$ cat src/hdl/dmrpd_pkg.sv
`timescale 1ns / 1ps
// ----------------------------------------------------------------------------
// dmrpd_pkg
// Shared types, codes and constants for the dual motor ramped PWM duty block.
// ----------------------------------------------------------------------------
package dmrpd_pkg;

	localparam int unsigned SPEED_W  = 10;
	localparam int unsigned STEP_W   = 9;
	localparam int unsigned PULSE_W  = 11;
	localparam int unsigned DUTY_W   = 12;
	localparam int unsigned CFG_IDX_W  = 1;
	localparam int unsigned CFG_DATA_W = 11;

	localparam int unsigned DUTY_PER_PERCENT_DEF = 24;

	typedef logic signed [SPEED_W-1:0] speed_t;
	typedef logic [STEP_W-1:0]         step_t;
	typedef logic [PULSE_W-1:0]        pulse_t;
	typedef logic [DUTY_W-1:0]         duty_t;
	typedef logic [CFG_IDX_W-1:0]      cfg_idx_t;
	typedef logic [CFG_DATA_W-1:0]     cfg_data_t;

	// item kinds
	localparam logic KIND_SET  = 1'b0;
	localparam logic KIND_TICK = 1'b1;

	// motor select
	localparam logic MOTOR_LEFT  = 1'b0;
	localparam logic MOTOR_RIGHT = 1'b1;

	// register indexes
	localparam cfg_idx_t CFG_RAMP_STEP     = 1'd0;
	localparam cfg_idx_t CFG_MINIMUM_PULSE = 1'd1;

	localparam step_t  RAMP_STEP_RST     = 9'd1;
	localparam pulse_t MINIMUM_PULSE_RST = 11'd50;
	localparam duty_t  DUTY_MAX          = 12'd4095;

	localparam speed_t SPEED_MAX = 10'sd511;
	localparam speed_t SPEED_MIN = -10'sd512;

	typedef struct packed {
		step_t  ramp_step;
		pulse_t minimum_pulse;
	} cfg_regs_t;

	typedef struct packed {
		logic   set_en;
		logic   tick_en;
		speed_t target;
	} motor_ctl_t;

endpackage

$ cat src/hdl/dmrpd_if.sv
`timescale 1ns / 1ps
// ----------------------------------------------------------------------------
// dmrpd_if
// Valid/ready channels: input items, result items and register writes.
// ----------------------------------------------------------------------------
interface dmrpd_in_if;
	logic                 valid;
	logic                 ready;
	logic                 kind;
	logic                 motor;
	dmrpd_pkg::speed_t    target_speed;

	modport source (output valid, output kind, output motor, output target_speed,
		input ready);
	modport sink (input valid, input kind, input motor, input target_speed,
		output ready);
endinterface

interface dmrpd_out_if;
	logic                 valid;
	logic                 ready;
	dmrpd_pkg::duty_t     left_primary_duty;
	dmrpd_pkg::duty_t     left_secondary_duty;
	dmrpd_pkg::duty_t     right_primary_duty;
	dmrpd_pkg::duty_t     right_secondary_duty;

	modport source (output valid, output left_primary_duty, output left_secondary_duty,
		output right_primary_duty, output right_secondary_duty, input ready);
	modport sink (input valid, input left_primary_duty, input left_secondary_duty,
		input right_primary_duty, input right_secondary_duty, output ready);
endinterface

interface dmrpd_cfg_if;
	logic                 valid;
	logic                 ready;
	dmrpd_pkg::cfg_idx_t  index;
	dmrpd_pkg::cfg_data_t data;

	modport source (output valid, output index, output data, input ready);
	modport sink (input valid, input index, input data, output ready);
endinterface

$ cat src/hdl/dmrpd_motor.sv
`timescale 1ns / 1ps
// ----------------------------------------------------------------------------
// dmrpd_motor
// One motor: target and current speed, slew-limited ramp, duty mapping.
// ----------------------------------------------------------------------------
module dmrpd_motor #(
	parameter int unsigned DUTY_PER_PERCENT = dmrpd_pkg::DUTY_PER_PERCENT_DEF
) (
	input  logic                  clk,
	input  logic                  arst_n,
	input  dmrpd_pkg::cfg_regs_t  cfg_regs,
	input  dmrpd_pkg::motor_ctl_t ctl,
	output dmrpd_pkg::duty_t      primary_duty,
	output dmrpd_pkg::duty_t      secondary_duty
);
	import dmrpd_pkg::*;

	localparam int unsigned RAMP_W = SPEED_W + 1;
	localparam int unsigned PROD_W = SPEED_W + $clog2(DUTY_PER_PERCENT + 1);
	localparam int unsigned SCL_W  = PROD_W - 2;
	localparam int unsigned SUM_W  = ((SCL_W > PULSE_W) ? SCL_W : PULSE_W) + 1;

	speed_t target_q;
	speed_t current_q;
	speed_t current_nxt;

	logic signed [RAMP_W-1:0] cur_x, tgt_x, step_x, up, dn;
	logic [SPEED_W-1:0]       mag;
	logic [PROD_W-1:0]        prod;
	logic [SUM_W-1:0]         drive_sum;
	duty_t                    drive;
	duty_t                    base;
	logic                     positive;

	always_ff @(posedge clk or negedge arst_n) begin
		if (!arst_n) begin
			target_q  <= '0;
			current_q <= '0;
		end else begin
			if (ctl.set_en) begin
				target_q <= ctl.target;
			end
			if (ctl.tick_en) begin
				current_q <= current_nxt;
			end
		end
	end

	// step toward target, clamp at target so it never overshoots
	always_comb begin
		cur_x  = RAMP_W'(current_q);
		tgt_x  = RAMP_W'(target_q);
		step_x = $signed({2'b00, cfg_regs.ramp_step});
		up     = cur_x + step_x;
		dn     = cur_x - step_x;
		if (cur_x < tgt_x) begin
			current_nxt = (up < tgt_x) ? speed_t'(up) : target_q;
		end else if (cur_x > tgt_x) begin
			current_nxt = (dn > tgt_x) ? speed_t'(dn) : target_q;
		end else begin
			current_nxt = current_q;
		end
	end

	// duty = |speed| * DUTY_PER_PERCENT / 4 + minimum pulse, saturated
	always_comb begin
		mag       = current_nxt[SPEED_W-1] ? (~current_nxt + 1'b1) : current_nxt;
		prod      = PROD_W'(mag) * PROD_W'(DUTY_PER_PERCENT);
		drive_sum = SUM_W'(prod[PROD_W-1:2]) + SUM_W'(cfg_regs.minimum_pulse);
		drive     = (drive_sum > SUM_W'(DUTY_MAX)) ? DUTY_MAX : drive_sum[DUTY_W-1:0];
		base      = DUTY_W'(cfg_regs.minimum_pulse);
		positive  = !current_nxt[SPEED_W-1] && (current_nxt != '0);
		primary_duty   = positive ? drive : base;
		secondary_duty = positive ? base : drive;
	end

endmodule

$ cat src/hdl/dual_motor_ramped_pwm_duty.sv
`timescale 1ns / 1ps
// ----------------------------------------------------------------------------
// dual_motor_ramped_pwm_duty
// Two-motor speed slew limiter driving four H-bridge PWM duty counts.
// ----------------------------------------------------------------------------
// Takes one item per clock. A set beat stores a target speed (the right
// motor's target is stored negated, -512 becomes 511) and gives no result.
// A tick beat ramps both motors toward their targets by at most ramp_step
// and returns one result beat carrying four 12-bit duties: the item passes
// through the input register, and the ramp and duty logic then feed the
// result register. Throughput is one item per cycle; it drops only while
// the result register waits on the sink, since a second tick then holds in
// the input register. Registers are written through the cfg channel, which
// is always ready.
module dual_motor_ramped_pwm_duty #(
	parameter int unsigned DUTY_PER_PERCENT = dmrpd_pkg::DUTY_PER_PERCENT_DEF
) (
	input  logic         clk,
	input  logic         arst_n,
	dmrpd_in_if.sink     item_in,
	dmrpd_out_if.source  result_out,
	dmrpd_cfg_if.sink    cfg
);
	import dmrpd_pkg::*;

	cfg_regs_t  cfg_regs;
	logic       valid_s1;
	logic       kind_s1;
	logic       motor_s1;
	speed_t     target_s1;
	logic       adv_s1;
	logic       out_valid_q;
	duty_t      lp_q, ls_q, rp_q, rs_q;
	duty_t      lp, ls, rp, rs;
	speed_t     neg_target;
	motor_ctl_t left_ctl, right_ctl;

	// register writes
	assign cfg.ready = 1'b1;

	always_ff @(posedge clk or negedge arst_n) begin
		if (!arst_n) begin
			cfg_regs.ramp_step     <= RAMP_STEP_RST;
			cfg_regs.minimum_pulse <= MINIMUM_PULSE_RST;
		end else if (cfg.valid) begin
			case (cfg.index)
				CFG_RAMP_STEP: begin
					cfg_regs.ramp_step <= cfg.data[STEP_W-1:0];
				end
				CFG_MINIMUM_PULSE: begin
					cfg_regs.minimum_pulse <= cfg.data[PULSE_W-1:0];
				end
				default: begin
				end
			endcase
		end
	end

	// stage 1 moves on unless it holds a tick and the result register is stuck
	assign adv_s1 = valid_s1 &&
		((kind_s1 == KIND_SET) || !out_valid_q || result_out.ready);
	assign item_in.ready = !valid_s1 || adv_s1;

	always_ff @(posedge clk or negedge arst_n) begin
		if (!arst_n) begin
			valid_s1 <= 1'b0;
		end else if (item_in.ready) begin
			valid_s1 <= item_in.valid;
		end
	end

	always_ff @(posedge clk) begin
		if (item_in.ready && item_in.valid) begin
			kind_s1   <= item_in.kind;
			motor_s1  <= item_in.motor;
			target_s1 <= item_in.target_speed;
		end
	end

	assign neg_target = (target_s1 == SPEED_MIN) ? SPEED_MAX : -target_s1;

	always_comb begin
		left_ctl.set_en   = adv_s1 && (kind_s1 == KIND_SET) && (motor_s1 == MOTOR_LEFT);
		left_ctl.tick_en  = adv_s1 && (kind_s1 == KIND_TICK);
		left_ctl.target   = target_s1;
		right_ctl.set_en  = adv_s1 && (kind_s1 == KIND_SET) && (motor_s1 == MOTOR_RIGHT);
		right_ctl.tick_en = adv_s1 && (kind_s1 == KIND_TICK);
		right_ctl.target  = neg_target;
	end

	dmrpd_motor #(
		.DUTY_PER_PERCENT (DUTY_PER_PERCENT)
	) u_left (
		.clk            (clk),
		.arst_n         (arst_n),
		.cfg_regs       (cfg_regs),
		.ctl            (left_ctl),
		.primary_duty   (lp),
		.secondary_duty (ls)
	);

	dmrpd_motor #(
		.DUTY_PER_PERCENT (DUTY_PER_PERCENT)
	) u_right (
		.clk            (clk),
		.arst_n         (arst_n),
		.cfg_regs       (cfg_regs),
		.ctl            (right_ctl),
		.primary_duty   (rp),
		.secondary_duty (rs)
	);

	// result register
	always_ff @(posedge clk or negedge arst_n) begin
		if (!arst_n) begin
			out_valid_q <= 1'b0;
		end else if (adv_s1 && (kind_s1 == KIND_TICK)) begin
			out_valid_q <= 1'b1;
		end else if (result_out.ready) begin
			out_valid_q <= 1'b0;
		end
	end

	always_ff @(posedge clk) begin
		if (adv_s1 && (kind_s1 == KIND_TICK)) begin
			lp_q <= lp;
			ls_q <= ls;
			rp_q <= rp;
			rs_q <= rs;
		end
	end

	assign result_out.valid                = out_valid_q;
	assign result_out.left_primary_duty    = lp_q;
	assign result_out.left_secondary_duty  = ls_q;
	assign result_out.right_primary_duty   = rp_q;
	assign result_out.right_secondary_duty = rs_q;

	// a result beat only ever comes from a tick leaving stage 1
	a_result_from_tick: assert property (@(posedge clk) disable iff (!arst_n)
		$rose(out_valid_q) |-> $past(valid_s1 && (kind_s1 == KIND_TICK)))
		else $error("result beat without a tick");

	// input back-pressure only while stage 1 is occupied
	a_ready_when_empty: assert property (@(posedge clk) disable iff (!arst_n)
		!item_in.ready |-> valid_s1)
		else $error("input stalled with empty stage 1");

	// stage 1 holds only a tick blocked by a stalled result
	a_hold_reason: assert property (@(posedge clk) disable iff (!arst_n)
		(valid_s1 && !adv_s1) |->
			((kind_s1 == KIND_TICK) && out_valid_q && !result_out.ready))
		else $error("stage 1 held without cause");

	// a tick stalled in stage 1 must not touch motor state
	a_no_tick_on_hold: assert property (@(posedge clk) disable iff (!arst_n)
		(valid_s1 && !adv_s1) |-> !left_ctl.tick_en && !right_ctl.tick_en)
		else $error("ramp advanced on a held tick");

endmodule

$ cat src/flat_wrapper.sv
// flat-port wrapper written by rule: the top's interface ports become plain ports
module dual_motor_ramped_pwm_duty_flat import dmrpd_pkg::*;
#(
	parameter int unsigned DUTY_PER_PERCENT = dmrpd_pkg::DUTY_PER_PERCENT_DEF
)
  (clk, arst_n, item_in_valid, item_in_kind, item_in_motor, item_in_target_speed, item_in_ready, result_out_valid, result_out_left_primary_duty, result_out_left_secondary_duty, result_out_right_primary_duty, result_out_right_secondary_duty, result_out_ready, cfg_valid, cfg_index, cfg_data, cfg_ready);
  dmrpd_in_if item_in_i ();
  dmrpd_out_if result_out_i ();
  dmrpd_cfg_if cfg_i ();
  input  logic clk;
  input  logic arst_n;
  input wire logic [$bits(item_in_i.valid)-1:0] item_in_valid;
  input wire logic [$bits(item_in_i.kind)-1:0] item_in_kind;
  input wire logic [$bits(item_in_i.motor)-1:0] item_in_motor;
  input wire logic [$bits(item_in_i.target_speed)-1:0] item_in_target_speed;
  output wire logic [$bits(item_in_i.ready)-1:0] item_in_ready;
  output wire logic [$bits(result_out_i.valid)-1:0] result_out_valid;
  output wire logic [$bits(result_out_i.left_primary_duty)-1:0] result_out_left_primary_duty;
  output wire logic [$bits(result_out_i.left_secondary_duty)-1:0] result_out_left_secondary_duty;
  output wire logic [$bits(result_out_i.right_primary_duty)-1:0] result_out_right_primary_duty;
  output wire logic [$bits(result_out_i.right_secondary_duty)-1:0] result_out_right_secondary_duty;
  input wire logic [$bits(result_out_i.ready)-1:0] result_out_ready;
  input wire logic [$bits(cfg_i.valid)-1:0] cfg_valid;
  input wire logic [$bits(cfg_i.index)-1:0] cfg_index;
  input wire logic [$bits(cfg_i.data)-1:0] cfg_data;
  output wire logic [$bits(cfg_i.ready)-1:0] cfg_ready;
  assign item_in_i.valid = item_in_valid;
  assign item_in_i.kind = item_in_kind;
  assign item_in_i.motor = item_in_motor;
  assign item_in_i.target_speed = item_in_target_speed;
  assign item_in_ready = item_in_i.ready;
  assign result_out_valid = result_out_i.valid;
  assign result_out_left_primary_duty = result_out_i.left_primary_duty;
  assign result_out_left_secondary_duty = result_out_i.left_secondary_duty;
  assign result_out_right_primary_duty = result_out_i.right_primary_duty;
  assign result_out_right_secondary_duty = result_out_i.right_secondary_duty;
  assign result_out_i.ready = result_out_ready;
  assign cfg_i.valid = cfg_valid;
  assign cfg_i.index = cfg_index;
  assign cfg_i.data = cfg_data;
  assign cfg_ready = cfg_i.ready;
  dual_motor_ramped_pwm_duty #(.DUTY_PER_PERCENT(DUTY_PER_PERCENT)) u_core (.clk(clk), .arst_n(arst_n), .item_in(item_in_i), .result_out(result_out_i), .cfg(cfg_i));
endmodule
$ cat config.mk
export PLATFORM = sky130hd
export DESIGN_NAME = dual_motor_ramped_pwm_duty_flat
export DESIGN_NICKNAME = d
export VERILOG_FILES = /design/src/hdl/dmrpd_pkg.sv /design/src/hdl/dmrpd_if.sv /design/src/hdl/dmrpd_motor.sv /design/src/hdl/dual_motor_ramped_pwm_duty.sv /design/src/flat_wrapper.sv
export SDC_FILE = /design/constraint.sdc
export NUM_CORES = 1
export LEC_CHECK = 0
export ABC_CLOCK_PERIOD_IN_PS = 7600
export BUFFER_PORTS_ARGS = -buffer_cell sky130_fd_sc_hd__buf_2
export CAP_MARGIN = 25
export CORE_UTILIZATION = 56
export DETAILED_ROUTE_END_ITERATION = 12
export GPL_ROUTABILITY_DRIVEN = 1
export GPL_TIMING_DRIVEN = 0
export PLACE_DENSITY = 0.78
export SYNTH_ARGS = -nofsm -noshare
export SYNTH_HDL_FRONTEND = slang
export SYNTH_SLANG_ARGS = --single-unit
export TNS_END_PERCENT = 20
$ cat constraint.sdc
create_clock -name clk -period 7.6 [get_ports clk]
set_input_delay 0.38 -clock clk [delete_from_list [all_inputs] [get_ports clk]]
set_output_delay 0.38 -clock clk [all_outputs]
set_load 0.03 [all_outputs]
==> impl_metrics.tcl <==
set metrics [dict create \
    cts_tree "yes" \
    synth_cell_types 91 \
    post_dp_cell_area_mm2 0.0121 \
    r2r-start "u_core.cfg_regs[11]" \
    syn-cell-area_mm2 0.0113 \
    wl_um 37800 \
    core_area_mm2 0.0197 \
    async_flop_share_pct 50.8 \
    min_period_ns 8.36 \
    setup.worst_path.class "flip-flop to flip-flop" \
    ys_dominant_reg_cell "edfxtp_1" \
    multiInputGateArea_mm2 0.00828 \
    grt_pass1_wl_um 55200 \
    cpMaxStageDelayCell "dfstp_2" \
    clkTransAtPathRegs_ns 0.08 \
    synth.cells.most_frequent "137 x ha_1, 107 x nor2_1, 97 x a21oi_1" \
    route.detailed.drc 0 \
    avgViaCountPerCell 6.50 \
    initial_core_util_pct 57.5 \
    n_fill_cell 1329 \
    reg2regPathDepth 39 \
    gp_congestion 0.993 \
    finClkSkew_ns 0.0225 \
    clk_path_buf_depth 2 \
    yosys-top-cells-area "edfxtp_1 16%, ha_1 15%, dfrtp_1 13%" \
    drtIter0Drc 1034 \
    seq_area_mm2 0.00336 \
    syn_nets 1425 \
    worst-r2r-setup-slack_ns -0.76 \
    die_h_um 144 \
    outcome "complete, but fails checks" \
    routedWlPerCell_um 21.4 \
    pin_count 80 \
    worst_path_largest_cell_delay_ns 0.59 \
    rsz0062_at_grt "true" \
    rows 51 \
    grt_max_degree 63 \
    synth_area_leader_cell "edfxtp_1" \
    relSlewSlack_pct 23.5 \
    avgSynthCellArea_um2 9.04 \
    final_nets 1667 \
    dp_hpwl_um 23300 \
    dieArea_mm2 0.0208 \
    violations "negative setup slack" \
    synthCells 1251 \
    stdcell_area_mm2 0.0147 \
    slew_viol_final 0 \
    setup_viol 49 \
    required_ns 7.88 \
    synth_edf_count 60 \
    track_usage_pct 34.6 \
    first_pass_iters 8 \
    cp_common_cell "a21oi_2" \
    layout-drive-gt1-share_pct 30.6 \
    worstMarginPinSlew_ns 1.14 \
    grt_pass1_vias 10700 \
    critPathCaptureType "flip-flop" \
    overflow 0 \
    port_buffers 78 \
    worstHoldPathType "input port to asynchronous set/reset pin" \
    hold_viol_final 0 \
    fin_crit_sh_pct 110 \
    ant_nets 0 \
    final_util_pct 74.6 \
    r2r_end "u_core.result_out.left_secondary_duty[5]" \
    clock_latency_ns 0.45 \
    ys_seq_area_share_pct 29.7 \
    crit_arrival_ns 8.64 \
    fin_ws_ns -0.764 \
    max_freq_mhz 120 \
    die_w_um 144 \
    synth_most_common_cell "ha_1" \
    cap_violations 0 \
    netlist.area_leader.share_pct 15.9 \
    area_growth_pct 29.7 \
    h-tree-depth 4 \
    crit_fanout 9 \
    numCtsBuffers 17 \
    clkSinkCount 122 \
    cp-start-kind "flip-flop" \
    num_vias 11500 \
    ys_ff_latch 122 \
    ys_warn_count 0 \
    antenna_found_initial 0 \
    root_buffer "clkbuf_16" \
]
-- cells in the final DEF (no fill, tap or decap), types with 26 or more instances in the layout --
cell and count:
buf_4 132, ha_1 125, nor2_1 101, buf_2 84, inv_1 76, nand2_1 76, a21oi_1 66, edfxtp_1 60
dfrtp_1 54, o21ai_0 53, xnor2_1 44, xor2_1 31, a21o_1 30, a21oi_2 29, clkbuf_1 27, mux2_2 26
-- layer usage --
layer	wire, µm	track usage (%)
met5	0	0
met3	3610	6.95
met4	2590	19.5
met1	14500	42.1
met2	17200	57.1
-- stage by stage --
stage               setup slack [ns]  hold WS, ns  cells  TNS [ns]
detailed placement             -1.59        0.503   1595    -65.48
global placement               -1.37        0.496   1594    -58.61
CTS                           -0.281       0.0693   1738    -10.31
finish                        -0.764       0.0258   1772    -30.50
floorplan                    0.00620       0.0844   1251         0
global route                  -0.994       0.0852   1771    -43.04
-- state kept, by name (all words and copies together) (netlist names), 10 cells and up --
name	count
u_core.cfg_regs	20
u_core.result_out.left_primary_duty	12
u_core.result_out.left_secondary_duty	12
u_core.result_out.right_primary_duty	12
u_core.result_out.right_secondary_duty	12
u_core.target_s1	10
u_core.u_left.current_q	10
u_core.u_left.target_q	10
u_core.u_right.current_q	10
u_core.u_right.target_q	10
-- final cells by class --
| class | instances | area share, % |
|---|---|---|
| Antenna cell | 1 | 0.0171 |
| Buffer | 39 | 1.31 |
| Clock buffer | 17 | 2.90 |
| Clock inverter | 15 | 1.20 |
| Inverter | 84 | 2.21 |
| Multi-Input combinational cell | 1003 | 56.4 |
| Sequential cell | 122 | 22.9 |
| Tap cell | 265 | 2.26 |
| Timing Repair Buffer | 226 | 10.7 |
-- kinds of logic (layout without fill, tap and decap cells) --
group	count (synthesis)	in the layout	synth area share (%)
AO/OA/AOI/OAI	379	379	22.7
XOR/XNOR	80	80	6.20
adder cells (fa/ha/maj)	145	145	16.6
buffers and inverters	127	381	4.41
flip-flops	122	122	29.7
multiplexers	46	47	4.62
other	1	2	0.0332
AND/OR/NAND/NOR	351	351	15.8
-- worst max-delay path by stage --
stage | startpoint | to | depth (start not counted)
final | u_core.cfg_regs[11] | u_core.result_out.left_secondary_duty[5] | 39
after global routing | u_core.u_left.current_q[4] | u_core.result_out.left_secondary_duty[5] | 37
after CTS | u_core.cfg_regs[11] | u_core.result_out.right_secondary_duty[10] | 39
after detailed placement | u_core.cfg_regs[11] | u_core.result_out.right_primary_duty[5] | 38
after global placement | u_core.cfg_regs[11] | u_core.result_out.right_primary_duty[5] | 38
after floorplan | u_core.cfg_regs[11] | u_core.result_out.right_secondary_duty[0] | 36
-- critical path: cells and delay by family, from the launching register on --
family	cells	cell delay [ns]
fa+ha+maj	5	1.27
flops	1	0.59
compound gates	14	2.79
buf+inv	5	0.54
simple gates	11	1.97
mux	2	0.65
xor+xnor	2	0.38
-- repair_timing --
action	in CTS	in global routing
buffers inserted	108	34
gates cloned	3	1
endpoints found under the setup margin	48	49
hold buffers	0	0
resized for setup	117	68
pin swaps	78	83
Power is not shown: default switching activity piles up to over one toggle a cycle in this logic, so the estimate is an artifact.
